===== src/design/mma_fifo.sv =====
// ----------------------------------------------------------------------------
// mma_fifo
// Small synchronous queue with a show-ahead head and an occupancy count.
// ----------------------------------------------------------------------------
module mma_fifo #(
	parameter int WIDTH = 8,
	parameter int DEPTH = 4
) (
	input  logic                         clk,
	input  logic                         arst_n,
	input  logic                         push,
	input  logic [WIDTH-1:0]             wr_data,
	output logic                         full,
	input  logic                         pop,
	output logic [WIDTH-1:0]             rd_data,
	output logic                         empty,
	output logic [$clog2(DEPTH+1)-1:0]   count
);
	localparam int AW = $clog2(DEPTH);
	localparam int CW = $clog2(DEPTH+1);

	logic [WIDTH-1:0] mem_q [DEPTH];
	logic [AW-1:0]    wr_ptr_q;
	logic [AW-1:0]    rd_ptr_q;
	logic [CW-1:0]    count_q;
	logic             do_push;
	logic             do_pop;

	assign full    = (count_q == CW'(DEPTH));
	assign empty   = (count_q == '0);
	assign count   = count_q;
	assign rd_data = mem_q[rd_ptr_q];
	assign do_push = push && !full;
	assign do_pop  = pop && !empty;

	// store the incoming transaction
	always_ff @(posedge clk) begin
		if (do_push) begin
			mem_q[wr_ptr_q] <= wr_data;
		end
	end

	// advance pointers and count
	always_ff @(posedge clk or negedge arst_n) begin
		if (!arst_n) begin
			wr_ptr_q <= '0;
			rd_ptr_q <= '0;
			count_q  <= '0;
		end else begin
			if (do_push) begin
				wr_ptr_q <= wr_ptr_q + 1'b1;
			end
			if (do_pop) begin
				rd_ptr_q <= rd_ptr_q + 1'b1;
			end
			if (do_push && !do_pop) begin
				count_q <= count_q + 1'b1;
			end else if (do_pop && !do_push) begin
				count_q <= count_q - 1'b1;
			end
		end
	end

endmodule


===== config.mk =====
export PLATFORM = sky130hd
export DESIGN_NAME = mma_fifo
export DESIGN_NICKNAME = d
export VERILOG_FILES = /design/src/design/mma_fifo.sv
export SDC_FILE = /design/constraint.sdc
export NUM_CORES = 1
export LEC_CHECK = 0
export ABC_AREA = 1
export BUFFER_PORTS_ARGS = -buffer_cell sky130_fd_sc_hd__buf_2
export CAP_MARGIN = 20
export CORE_MARGIN = 2
export CORE_UTILIZATION = 53
export DETAILED_ROUTE_END_ITERATION = 12
export PLACE_DENSITY = 0.75
export SYNTH_ARGS = -nofsm -noshare
export SYNTH_HDL_FRONTEND = slang
export SYNTH_SLANG_ARGS = --single-unit

===== constraint.sdc =====
create_clock -name clk -period 1.9 [get_ports clk]
set_input_delay 0.19 -clock clk [delete_from_list [all_inputs] [get_ports clk]]
set_output_delay 0.19 -clock clk [all_outputs]
set_load 0.1 [all_outputs]

# --- After elaboration in Yosys (flattened, before gate mapping) ---
# Memories as Yosys holds them, arrays and structs flattened.
# Index checks and enable logic that the tools add are counted.
totals:
  in_bits: 12
  out_inout_bits: 13
  ff_bits: 7
  ramBits: 32
  wordCells: 23
  mem_count: 1
memory_table:
  columns: ["memory", "words", "width", "read_ports", "rd_clocked_by_memory_dff", "wr", "line", "source"]
  rows:
  - ["mem_q", 4, 8, 1, 0, 1, "22", "logic [WIDTH-1:0] mem_q [DEPTH];"]
classes:
  add_sub_neg: 4
  reduce_logical: 10
  eq_ne: 1
  mux: 4
op_table:
  columns: ["operator", "count"]
  rows:
  - ["3-bit two-way mux", 2]
  - ["2-bit by 1-bit adder with 2-bit output, second input constant", 2]
  - ["1-bit logical AND", 4]
  - ["1-bit logical NOT", 4]
  - ["3-bit by 1-bit adder with 3-bit output, second input constant", 1]
  - ["3-bit equality test, second input constant", 1]
  - ["3-bit logical NOT", 1]
  - ["3-bit by 1-bit subtractor with 3-bit output, second input constant", 1]
  - ["1-bit two-way mux", 2]
  - ["2-bit nonzero test", 1]

# --- Depth between registers and ports, before layout ---
depth:
  ltp_word: 7
  depth_mapped: 12

# --- Worst setup path after synthesis ---
# Ideal clock, no wire load.
synth_timing:
  path_type: "reg2reg"
  from: "register count_q[1], in the netlist count[1]"
  to: "register count_q[2], in the netlist count[2]"
  slack_ns: -0.560
  path_buffers: 0
  period_less_slack_ns: 2.460
  stages_incl_launch_ff: 12
  arrival_ns: 2.337
  cell_sequence: "dfrtp_1 inv_1 nand3_1 nand2_1 inv_1 ha_1 inv_1 fa_1 nand2_1 nand3_1 nand2_1 nand2_1"
synth_via:
  elab_chain_cells: 6
  word_cells_on_any_way: 15
  classes_between: "add/sub: 2; eq/ne: 1; mux: 2; reduce/logical: 10"
synth_lines:
  columns: ["element", "line", "source"]
  rows:
  - ["start: declaration", "25", "logic [CW-1:0] count_q;"]
  - ["start signal: assignment", "57", "count_q <= count_q + 1'b1;"]
  - ["start signal: assignment", "59", "count_q <= count_q - 1'b1;"]
  - ["3-bit equality test (*)", "29", "assign full = (count_q == CW'(DEPTH));"]
  - ["1-bit logical NOT (*)", "33", "assign do_push = push && !full;"]
  - ["1-bit logical AND (*)", "33", null]
  - ["named net do_push", "26", "logic do_push;"]
  - ["1-bit logical NOT", "58", "end else if (do_pop && !do_push) begin"]
  - ["1-bit logical AND", "58", null]
  - ["2-bit nonzero test (no source line)", null, null]
# Mark *: on every way through the listed nets, which the timed path passes. The rest lies on a longest branch. The select of a mux whose other input is x is not followed.
# A chain may end at the register's enable or synchronous reset.

# --- Worst setup path in the final report ---
layout_timing:
  from: "register count_q[0], in the netlist count[0]"
  to: "register count_q[1], in the netlist count[1]"
# Same word-level chain as after synthesis.

==> results.json <==
{
  "synth_cell_types": 16,
  "area_delta_synth_final_pct": 20.3,
  "path_class": "flop to flop",
  "dr_wl_met3_microns": 120,
  "fp.coreArea_sq_um": 3080,
  "multi_input_area_sq_um": 447,
  "cts_max_path_buffers": 2,
  "pre_cts_slack_ps": 44.5,
  "final.setup_skew_ps": 12.3,
  "yosys_warnings": 0,
  "cts_root_buf": "clkbuf_4",
  "arrival_ps": 2050,
  "postRouteAntennaNets": 0,
  "hold_path.class": "primary input to flop",
  "synth_area_leader_cell": "edfxtp_1",
  "num_antenna_cells": 0,
  "grt_overflow": 0,
  "path_clk_slew_ps": 120,
  "wl_per_cell_microns": 12.7,
  "critPathLaunchType": "flop",
  "maxCapViolCount": 0,
  "grt_util_all_layers": 0.190,
  "via_count": 1173,
  "ys_async_sr_fraction": 0.179,
  "worstReg2RegStart": "count[0]",
  "min_period_ps": 1810,
  "synth_cells": 154,
  "outcome": "completed",
  "row_count": 20,
  "hold_slack_ps": 52.5,
  "synth_top_flop_cell": "edfxtp_1",
  "drtPass1Iterations": 4,
  "hold_viol": 0,
  "clock-sinks": 39,
  "synth-seq-area-share": 0.655,
  "min_period_over_period": 0.953,
  "num_io_pins": 25,
  "synth-edff-count": 32,
  "numCtsBuffers": 5,
  "slew_headroom": 0.678,
  "die_w_microns": 61.2,
  "syn_area_per_cell_sq_um": 11.3,
  "synthesis.nets": 172,
  "nets": 210,
  "ys_ff_latch": 39,
  "die-area_sq_um": 3750,
  "tritoncts": "built",
  "gp_congestion": 0.723,
  "grt_pass1_wl_microns": 4890,
  "wl_microns": 3010,
  "fmax_mhz": 552,
  "numPortBuffers": 24,
  "synth.area.top_cells": "edfxtp_1, dfrtp_1, nand2_1",
  "grt_setup_unrepaired": "true",
  "drv_slew": 0,
  "critPathCaptureType": "flop",
  "critPathRequiredTime_ps": 2140,
  "drt_iter0_markers": 18,
  "yosys.area.top_type_share": 0.554,
  "fill_cells": 240,
  "drcViolationCount": 0,
  "synthTopCellsByCount": "nand2_1, edfxtp_1, inv_1, o211ai_1",
  "clock_latency_ps": 340,
  "tightest_slew_ps": 486,
  "setup_violations": 0,
  "drt-met1-wl_microns": 1240,
  "avgViaCountPerCell": 4.95,
  "top_layer": "met4",
  "seq_area_sq_um": 1150,
  "hpwlAfterDp_microns": 2060,
  "grt_max_degree": 32,
  "cp_max_fo": 6,
  "timing.final.ws_setup_ps": 89.2,
  "layout-drive-gt1-share": 0.269,
  "cp-startpoint": "count[0]",
  "yosysMostFrequentCell": "nand2_1",
  "tns_ps": 0,
  "wl_met2_microns": 1650,
  "antenna_found_initial": 0,
  "hp-start": "wr_data[5]",
  "synth_area_sq_um": 1730,
  "first_global_vias": 1078,
  "start_util": 0.563,
  "final_core_utilization": 0.678,
  "h-tree-depth": 2,
  "die_y_microns": 61.2
}
[state kept, by name, summed over array words and instances (netlist names)]
signal / cells
count: 3
mem_q: 32
rd_ptr_q: 2
wr_ptr_q: 2
[through the flow]
step / instances / cell area, sq um
finish: 237 / 2090
global route: 237 / 2090
CTS: 233 / 2040
detailed placement: 224 / 1960
global placement: 224 / 1960
floorplan: 154 / 1760
[logic make-up after synthesis]
kind of cell,share of synthesized area
AO/OA/AOI/OAI,0.0722
AND/OR/NAND/NOR,0.121
flip-flops,0.655
XOR/XNOR,0.00505
adder cells (fa/ha/maj),0.0476
buffers and inverters,0.0988
[routing by layer]
layer  GRT usage  up-vias
li1            -      580
met1       0.230      564
met2       0.328       27
met3      0.0630        2
met4      0.0466        0
met5           0        -
[final timing paths]
path	cells past startpoint	endpoint	slack, ps
max reg2reg	9	count[1]	90
min in group asynchronous	2	count[1]	190
max	9	count[1]	90
min	1	mem_q[3][5]	50
max in group asynchronous	2	count[2]	1510
min reg2reg	2	wr_ptr_q[0]	550
[cell type report]
type | instances | area share
multi-input combinational | 77 | 0.214
clock inverter | 3 | 0.00719
sequential | 39 | 0.550
inverter | 34 | 0.0635
clock buffer | 5 | 0.0180
timing repair buffer | 35 | 0.121
tap | 44 | 0.0264
[cells in the final DEF, fill, tap and decap left out]
cell type      count
buf_12             2
buf_2             15
buf_4             16
clkbuf_4           6
clkinv_1           2
clkinvlp_4         1
dfrtp_1            4
dfrtp_4            3
dlygate4sd3_1      1
edfxtp_1          32
fa_2               1
ha_1               4
ha_2               1
inv_1             30
inv_2              3
inv_6              1
nand2_1           39
nand2_2            1
nand2_4            1
nand3_1            6
nand3_2            1
nand4_1            1
nor2_1             4
o211ai_1          16
o21ai_0            1
xnor2_1            1
[what timing repair did]
item | in CTS | in global routing
hold endpoints to repair | 7 | 0
hold buffers | 1 | 0
pin swaps | 0 | 1
setup buffers | 0 | 4
endpoints found under the setup margin | 7 | 4
gates resized for setup | 7 | 5
[worst max-delay path, cell delays in order (launching register included)]
cell and delay, ps:
dfrtp_4 520, inv_2 80, nand3_2 120, nand2_4 110, inv_1 50, ha_2 170, inv_1 90, fa_2 430
nand2_1 70, o21ai_0 70
Power is left out: the tool's default activity adds up to more than one toggle a clock period on the data nets, which glitch-free logic cannot reach.
