$ cat src/design/mma_pkg.sv
// ----------------------------------------------------------------------------
// mma_pkg
// Shared types and constants of the multichannel moving average unit.
// ----------------------------------------------------------------------------
package mma_pkg;

	// sample and field widths
	localparam int SAMPLE_W  = 24;
	localparam int SLOT_W    = 4;
	localparam int VALID_BIT = 24;

	// averaged channels: even numbers from first to last
	localparam logic [4:0] CH_FIRST = 5'd4;
	localparam logic [4:0] CH_LAST  = 5'd18;

	// queue depths (powers of two)
	localparam int MID_DEPTH = 4;
	localparam int OUT_DEPTH = 8;

	typedef logic signed [SAMPLE_W-1:0] sample_t;

	// classified item handed from the front to the back
	typedef struct packed {
		logic                active;
		logic                update;
		logic [SLOT_W-1:0]   slot;
		sample_t             sample;
	} item_t;

	// result transaction
	typedef struct packed {
		logic [SLOT_W-1:0]   slot;
		sample_t             average;
		logic                updated;
	} result_t;

endpackage

$ cat src/design/mma_front.sv
// ----------------------------------------------------------------------------
// mma_front
// Classifies an incoming result word: slot address, range check and whether
// the sample is to be taken into the slot's window.
// ----------------------------------------------------------------------------
module mma_front #(
	parameter int SLOTS = 16
) (
	input  logic [31:0]           raw_word,
	input  logic [4:0]            sensor_channel,
	input  logic                  bank,
	input  logic                  update_request,
	output mma_pkg::item_t        item
);
	import mma_pkg::*;

	logic [4:0]        ch_offs;
	logic [SLOT_W-1:0] slot_raw;
	logic              ch_ok;
	logic              slot_ok;

	// decode channel into slot
	always_comb begin
		ch_offs  = sensor_channel - CH_FIRST;
		slot_raw = {bank, ch_offs[3:1]};
		ch_ok    = !sensor_channel[0] && (sensor_channel >= CH_FIRST) &&
		           (sensor_channel <= CH_LAST);
		slot_ok  = ({3'b000, slot_raw} < 7'(SLOTS));
	end

	// build the classified item
	always_comb begin
		item.active = ch_ok && slot_ok;
		item.update = ch_ok && slot_ok && raw_word[VALID_BIT] && update_request;
		item.slot   = (ch_ok && slot_ok) ? slot_raw : '0;
		item.sample = raw_word[SAMPLE_W-1:0];
	end

endmodule

$ cat config.mk
export PLATFORM = sky130hd
export DESIGN_NAME = mma_front
export DESIGN_NICKNAME = d
export VERILOG_FILES = /design/src/design/mma_pkg.sv /design/src/design/mma_front.sv
export SDC_FILE = /design/constraint.sdc
export NUM_CORES = 1
export LEC_CHECK = 0
export BUFFER_PORTS_ARGS = -buffer_cell sky130_fd_sc_hd__buf_2
export CAP_MARGIN = 10
export CORE_AREA = 5 5 42 44
export DETAILED_ROUTE_END_ITERATION = 12
export DIE_AREA = 0 0 47 49
export GPL_ROUTABILITY_DRIVEN = 0
export PLACE_DENSITY = 0.85
export SYNTH_ARGS = -nofsm -noshare
export SYNTH_HDL_FRONTEND = slang
export SYNTH_SLANG_ARGS = --single-unit
$ cat constraint.sdc
create_clock -name vclk -period 2.1
set_clock_uncertainty 0.1 [all_clocks]
set_input_delay 0.105 -clock vclk [all_inputs]
set_output_delay 0.105 -clock vclk [all_outputs]
set_load 0.02 [all_outputs]
Word-level counts from Yosys, hierarchy flattened
Cells that the tools add are included.
Widths: inputs -> output; s select.
{"block": "word_totals", "ff_bits": 0, "input_bits": 39, "output_inout_bits": 30, "word_cells": 9}
{"block": "op_classes", "add_sub_neg": 1, "magnitude_cmp": 2, "muxes": 1, "reduce_logical": 5}
{"operator": "$ge 5x3->1 const B", "count": 1}
{"operator": "$le 5x5->1 const B", "count": 1}
{"operator": "$logic_and 1x1->1", "count": 4}
{"operator": "$mux 4", "count": 1}
{"operator": "$sub 4x3->4 const B", "count": 1}
{"operator": "$logic_not 1->1", "count": 1}

Depth between registers and ports, before layout
Gate-level depths: netlist (run 1).
{"block": "logic_depth", "ltp_word": 5, "mapped_depth": 5, "depth_no_buf": 4}

Worst setup path after synthesis (run 1)
OpenSTA, ideal clock, no wires.
{"block": "synth_timing", "path_type": "input -> output", "from": "input sensor_channel[3]", "to": "output item[25] in the netlist's numbering", "t_arrival_ns": 1.453, "required_time_ns": 1.895, "path_slack_ns": 0.442, "cell_stages": 4, "path_buffers": 0, "cell_sequence": "inv_1 > ha_1 > a211oi_1 > a2111oi_0"}
{"item": "start: declaration", "line_no": "mma_front.sv:10", "text": "input logic [4:0] sensor_channel,"}
{"item": "end: declaration", "line_no": "mma_front.sv:13", "text": "output mma_pkg::item_t item"}

==> results of run 1 <==
[worst max-delay path: stages]
cell and delay [ns]:
buf_2 0.15, inv_1 0.06, ha_1 0.21, a2111oi_4 0.38, nor4b_1 0.11, buf_2 0.18
[routing by layer]
metal | vias up | GRT usage | share of wire
met5 | - | 0 | 0
met4 | 0 | 0.0369 | 0.068
met3 | 10 | 0.0332 | 0.27
met2 | 22 | 0.0701 | 0.33
met1 | 90 | 0.0543 | 0.34
li1 | 90 | - | -
[cell type report]
cell class / count / area share
repair buffers: 14 / 0.341
multi-input cells: 12 / 0.524
inverters: 2 / 0.0366
well taps: 16 / 0.0976
[where the power goes]
| group | internal [mW] | switching [mW] | leakage [nW] | total, mW |
|---|---|---|---|---|
| clock network | 0 | 0 | 0 | 0 |
| logic | 0.0166 | 0.0255 | 0.0946 | 0.0421 |
| registers | 0 | 0 | 0 | 0 |
| total | 0.0166 | 0.0255 | 0.0946 | 0.0421 |
[worst max path at each step]
stage / from / end / depth (start not counted)
after CTS: sensor_channel[3] / item[26] / 6
final: sensor_channel[3] / item[26] / 6
after detailed placement: sensor_channel[3] / item[26] / 6
after floorplan: sensor_channel[3] / item[25] / 4
after global placement: sensor_channel[3] / item[26] / 6
after global routing: sensor_channel[3] / item[28] / 6
[cell usage in the layout, fill, tap and decap left out]
| cell | synthesis | final |
|---|---|---|
| buf_2 | 0 | 14 |
| inv_1 | 2 | 2 |
| nor3_1 | 2 | 2 |
| nor4_1 | 2 | 2 |
| nor4b_1 | 2 | 2 |
| a2111oi_4 | 1 | 1 |
| o21a_1 | 1 | 1 |
| nand2_1 | 1 | 1 |
| a211oi_1 | 1 | 1 |
| a2111oi_0 | 1 | 1 |
| ha_1 | 1 | 1 |
[logic make-up (layout without fill, tap and decap cells)]
kind of cell | Yosys count | count (layout) | synth area share
fa+ha+maj | 1 | 1 | 0.0413
simple gates | 7 | 7 | 0.145
buf+inv | 27 | 16 | 0.645
compound gates | 4 | 4 | 0.169
==> impl_metrics.json, run 1 <==
{
  "firstDrtPassIters": 2,
  "diodes": 0,
  "timing.fmax_mhz": 712,
  "syn_to_final_growth_pct": -32.2,
  "path_class": "input port to output port",
  "worstHoldStart": "raw_word[4]",
  "synthTopCellsByArea": "buf_4 (62%), a2111oi_4 (9.1%), nor4b_1 (5.8%)",
  "die_y_um": 49,
  "worstMarginPinSlew_ns": 0.354,
  "hold_buffers": 0,
  "rsz0062_at_grt": "no",
  "grt_max_degree": 7,
  "synth.most_common_cell": "buf_4",
  "grt_overflow_total": 0,
  "track_usage": 0.0512,
  "drc": 0,
  "io_pins": 69,
  "viasPerCell": 4.82,
  "power_density_nw_per_um2": 205,
  "cp_max_fo": 6,
  "arrival_ns": 1.20,
  "whs_endpoint": "item[4]",
  "finish.utilization": 0.146,
  "fin_area_sq_um": 205,
  "ys.warnings.count": 0,
  "wl_per_cell_um": 14.4,
  "max-cap-violations": 0,
  "avgSynthCellArea_sq_um": 7.76,
  "setup_viol": 0,
  "initial_core_util": 0.216,
  "postLayoutSetupSlackWorst_ns": 0.695,
  "cts_setup_buffers": 0,
  "fin_crit_ns": 1.41,
  "syn-num-nets": 79,
  "die_w_um": 47,
  "synth_cells": 39,
  "die_area_sq_um": 2300,
  "num_vias": 212,
  "period_share": 0.669,
  "first_global_vias": 185,
  "syn-cell-area_sq_um": 303,
  "grt_pass1_wl_um": 917,
  "whs_path_depth": 0,
  "dp_cells": 44,
  "antenna_found_initial": 0,
  "nClkBuffers": 0,
  "cts-resized-gates": 0,
  "coreArea_sq_um": 1400,
  "power_leakage_nw": 0.0946,
  "num_rows": 14,
  "whs_ns": 0.110,
  "crit_required_ns": 1.89,
  "nNetsFinal": 70,
  "finalSetupTns_ns": 0,
  "total_power_uw": 42.1,
  "post-place-ws_ns": 0.675,
  "relSlewSlack": 0.764,
  "regArea_sq_um": 0,
  "end_kind": "output port",
  "synthTopCellsByCount": "buf_4 (25), inv_1 (2), nor3_1 (2), nor4_1 (2), nor4b_1 (2)",
  "postPlaceCellArea_sq_um": 205,
  "hp-class": "input port to output port",
  "status": "finished, final reports clean",
  "synth_top_area_cell": "buf_4",
  "irDropWorstVdd_mv": 0.0387,
  "drive_gt1_frac": 0.536,
  "wl_um": 635,
  "multi_input_area_sq_um": 108,
  "synth.distinct_cells": 11,
  "cp-start-kind": "input port",
  "hold_violations": 0,
  "port_buffers": 14,
  "nFlopsAndLatches": 0,
  "fin_cells": 44,
  "ys_seq_area_frac": 0,
  "ant_nets": 0,
  "finalMaxSlewViolations": 0,
  "netlist.area_leader.share": 0.620,
  "drt_iter0_markers": 4,
  "fillers": 174
}
(Power assumes the default switching activity.)
==> inputs of run 2 (changes only) <==
- ABC_AREA: default -> 1
- PLACE_DENSITY: 0.85 -> 0.83
- clock period: 2.1 -> 1.38 ns (I/O delays scaled with it)
==> run 2 against run 1 <==
Worst hold slack worse by 0.072 ns; highest routed layer unchanged; count of clock-buffer cells in the layout did not move; critical path type unchanged; non-clock buffer count did not move; synthesized cell count increased by 13%; power is 24% higher; flip-flop and latch count unchanged; final area down 14%; first-iteration DRC count is 100% lower; global-route usage is 1.6 points lower.
==> impl_metrics.json, run 2 <==
{
  "initial_core_util": 0.196,
  "worstMarginPinSlew_ns": 0.134,
  "drive_gt1_frac": 0.485,
  "cp_max_fo": 6,
  "post-place-ws_ns": 0.365,
  "finalMaxSlewViolations": 0,
  "period_share": 0.726,
  "synth.most_common_cell": "buf_4",
  "final_common_cell": "buf_2",
  "ys_seq_area_frac": 0,
  "synthTopCellsByCount": "buf_4 (25), nor2_1 (7), inv_1 (6)",
  "fin_crit_ns": 1.00,
  "nClkBuffers": 0,
  "die_area_sq_um": 2300,
  "synth_top_area_cell": "buf_4",
  "end_kind": "output port",
  "synth.distinct_cells": 8,
  "worstPathCellList": "buf_2 -> ha_1 -> nand2_1 -> nand3_1 -> nand2_2 -> nor2_1 -> buf_2",
  "syn_to_final_growth_pct": -35.6,
  "cp-start-kind": "input port",
  "critical_path.top_delay_family": "simple AND/OR/NAND/NOR gates",
  "power_density_nw_per_um2": 297,
  "hp-class": "input port to output port",
  "syn-cell-area_sq_um": 274,
  "nNetsFinal": 75,
  "syn-num-nets": 84,
  "postLayoutSetupSlackWorst_ns": 0.378,
  "wl_per_cell_um": 10.4,
  "ant_nets": 0,
  "hold_violations": 0,
  "cp_num_buf_inv": 2,
  "synthTopCellsByArea": "buf_4 (68%), nor2_1 (9.6%), inv_1 (8.2%)",
  "ys.warnings.count": 0,
  "nFlopsAndLatches": 0,
  "firstDrtPassIters": 1,
  "power_leakage_nw": 0.127,
  "die_w_um": 47,
  "relSlewSlack": 0.911,
  "crit_required_ns": 1.21,
  "diodes": 0,
  "drc": 0,
  "drt_iter0_markers": 0,
  "io_pins": 69,
  "avgSynthCellArea_sq_um": 6.23,
  "num_rows": 14,
  "setup_viol": 0,
  "slowest_delay_ns": 0.18,
  "die_y_um": 49,
  "status": "finished, final reports clean",
  "first_global_vias": 167,
  "arrival_ns": 0.83,
  "total_power_uw": 52.4,
  "irDropWorstVdd_mv": 0.0351,
  "whs_ns": 0.0380,
  "crit_path_frequent_cell": "buf_2",
  "timing.fmax_mhz": 998,
  "critPathSlowestCell": "ha_1",
  "port_buffers": 14,
  "cts_setup_buffers": 0,
  "rsz0062_at_grt": "no",
  "cts-resized-gates": 0,
  "finalSetupTns_ns": 0,
  "hold_buffers": 0,
  "num_vias": 177,
  "grt_overflow_total": 0,
  "coreArea_sq_um": 1400,
  "max-cap-violations": 0,
  "hpwl_um": 460,
  "wl_um": 508,
  "regArea_sq_um": 0,
  "fillers": 174,
  "track_usage": 0.0351,
  "grt_pass1_wl_um": 648,
  "netlist.area_leader.share": 0.685,
  "synth_cells": 44,
  "viasPerCell": 3.61,
  "antenna_found_initial": 0,
  "layout_common_cells": "buf_2 (14), nor2_1 (7), inv_1 (6)",
  "path_class": "input port to output port",
  "grt_max_degree": 7
}
run 2: cell count changes after synthesis, moves of 2 or more:
cell / before / now
nor2_1: 0 / 7
nor4b_1: 2 / 0
inv_1: 2 / 6
nor3_1: 2 / 0
nor4_1: 2 / 0
run 2: final timing paths:
check | start | to | slack (ns) | cells after the start
min | raw_word[10] | item[10] | 0.04 | 0
max | sensor_channel[2] | item[28] | 0.38 | 7
run 2: cells by family after synthesis:
logic type | Yosys count | synth area share
buffers and inverters | 31 | 0.767
and+or+nand+nor | 12 | 0.187
adders and majority gates | 1 | 0.0457
run 2: through the flow:
stage                     cells  instance area, sq um  utilization
final                        49                   176        0.126
after floorplan              44                   274            -
after detailed placement     49                   176        0.126
after global routing         49                   176        0.126
after CTS                    49                   176        0.126
after global placement       49                   176        0.126
run 2: cell type report:
type | instances | area [sq um] | area share
well taps | 16 | 20.0 | 0.113
repair buffers | 14 | 70.1 | 0.397
multi-input cells | 13 | 63.8 | 0.362
inverters | 6 | 22.5 | 0.128
run 2: power breakdown:
part	total, mW	switching [mW]	internal, mW
clock network	0	0	0
logic	0.0524	0.0312	0.0212
registers	0	0	0
run 2: per-layer routing:
metal	track usage	part of all wire	vias to the layer above
met5	0	0	-
met4	0.0230	0.028	0
met3	0.0332	0.28	6
met2	0.0679	0.51	23
met1	0.0130	0.18	67
li1	-	-	81
==> inputs of run 3 (changes only) <==
- ABC_AREA: 1 -> 0
- CORE_AREA: 5 5 42 44 -> default
- CORE_MARGIN: default -> 5
- CORE_UTILIZATION: default -> 22
- DIE_AREA: 0 0 47 49 -> default
- PLACE_DENSITY: 0.83 -> 0.86
- clock period: 1.38 -> 0.8 ns (I/O delays scaled with it)
==> run 3 against run 2 <==
The run now ends with negative setup slack left; core utilization grew 42 points; critical path depth unchanged; flip-flop and latch count stayed put; final area grew to 4.0 times the previous value; sequential share of layout area stayed put; non-clock buffer count grew 32; via count increased by 86%; setup slack worse by 0.71 ns; power increased to 8.0 times the previous value.
==> impl_metrics.json, run 3 (synthesis results as in run 1) <==
{
  "num_vias": 330,
  "fin_crit_ns": 1.13,
  "nNetsFinal": 102,
  "drc": 0,
  "syn_to_final_growth_pct": 133,
  "grt_overflow_total": 0,
  "die_area_sq_um": 2220,
  "diodes": 0,
  "worstMarginPinSlew_ns": 0.309,
  "cp-start-kind": "input port",
  "status": "complete, but fails checks",
  "critPathSlowestCell": "a2111oi_4",
  "die_y_um": 47.1,
  "antenna_found_initial": 0,
  "drive_gt1_frac": 0.550,
  "total_power_uw": 422,
  "timing.fmax_mhz": 883,
  "postLayoutSetupSlackWorst_ns": -0.333,
  "wl_um": 1070,
  "finalSetupTns_ns": -1.73,
  "dp_cells": 48,
  "rsz0062_at_grt": "yes",
  "first_global_vias": 331,
  "final_common_cell": "dlymetal6s4s_1",
  "hpwl_um": 572,
  "whs_ns": 0.257,
  "failed_checks": "negative setup slack",
  "path_class": "input port to output port",
  "slowest_delay_ns": 0.27,
  "wl_per_cell_um": 14.2,
  "finalMaxSlewViolations": 0,
  "grt_max_degree": 7,
  "layout_common_cells": "dlymetal6s4s_1 (24), buf_4 (11), buf_2 (6)",
  "power_leakage_nw": 0.476,
  "end_kind": "output port",
  "irDropWorstVdd_mv": 0.293,
  "postPlaceCellArea_sq_um": 307,
  "worstPathCellList": "buf_12 -> inv_12 -> ha_4 -> a2111oi_4 -> buf_4 -> nor4b_2 -> buf_2",
  "drt_iter0_markers": 1,
  "nFlopsAndLatches": 0,
  "power_density_nw_per_um2": 596,
  "nClkBuffers": 0,
  "cp_max_fo": 4,
  "period_share": 1.42,
  "fin_cells": 75,
  "port_buffers": 14,
  "post-place-ws_ns": -0.514,
  "track_usage": 0.0880,
  "max-cap-violations": 0,
  "grt_pass1_wl_um": 1460,
  "finish.utilization": 0.543,
  "relSlewSlack": 0.794,
  "firstDrtPassIters": 3,
  "num_rows": 13,
  "die_w_um": 47.1,
  "fin_area_sq_um": 707,
  "viasPerCell": 4.40,
  "hold_violations": 0,
  "crit_required_ns": 0.66,
  "coreArea_sq_um": 1300,
  "hp-class": "input port to output port",
  "regArea_sq_um": 0,
  "initial_core_util": 0.233,
  "ant_nets": 0,
  "setup_viol": 6,
  "arrival_ns": 0.99,
  "io_pins": 69
}
==> run 3: cell count changes in the layout (fill, tap and decap cells not counted), sizes merged, moves of 4 or more <==
cell,change
dlymetal6s4s,+24
nor2,-8
inv,-4
buf,+8
==> run 3: power breakdown <==
part / total, mW / internal [mW] / switching, mW
sequential: 0 / 0 / 0
combinational: 0.422 / 0.214 / 0.208
clock: 0 / 0 / 0
==> run 3: per-layer routing <==
metal,vias to the layer above,GRT usage,part of all wire
met4,0,0,0
li1,152,-,-
met5,-,0,0
met1,150,0.103,0.32
met3,0,0.0268,0.12
met2,28,0.165,0.55
==> run 3: timing repair <==
item / 4_1_cts / 5_1_grt
buffers inserted: 3 / 0
hold endpoints to repair: 24 / 0
hold buffers: 24 / 0
cloned: 0 / 0
gates resized for setup: 17 / 28
setup endpoints to repair: 6 / 30
pin swaps: 7 / 0
==> run 3: final timing paths <==
check                             start       end  slack (ns)  cells past startpoint
worst max-delay path  sensor_channel[3]  item[27]       -0.33                      7
worst min-delay path       raw_word[15]  item[15]        0.26                      1
==> run 3: final cells by class <==
| class | count | area, sq um |
|---|---|---|
| fill | 110 | 594 |
| inverter | 2 | 20.0 |
| multi-input combinational | 12 | 186 |
| tap | 15 | 18.8 |
| timing repair buffer | 46 | 482 |
==> run 3: critical path: cells and delay by family <==
family	cells	cell delay, ns
buffers and inverters	4	0.48
AOI/OAI and AO/OA	1	0.27
adders and majority gates	1	0.15
and+or+nand+nor	1	0.05
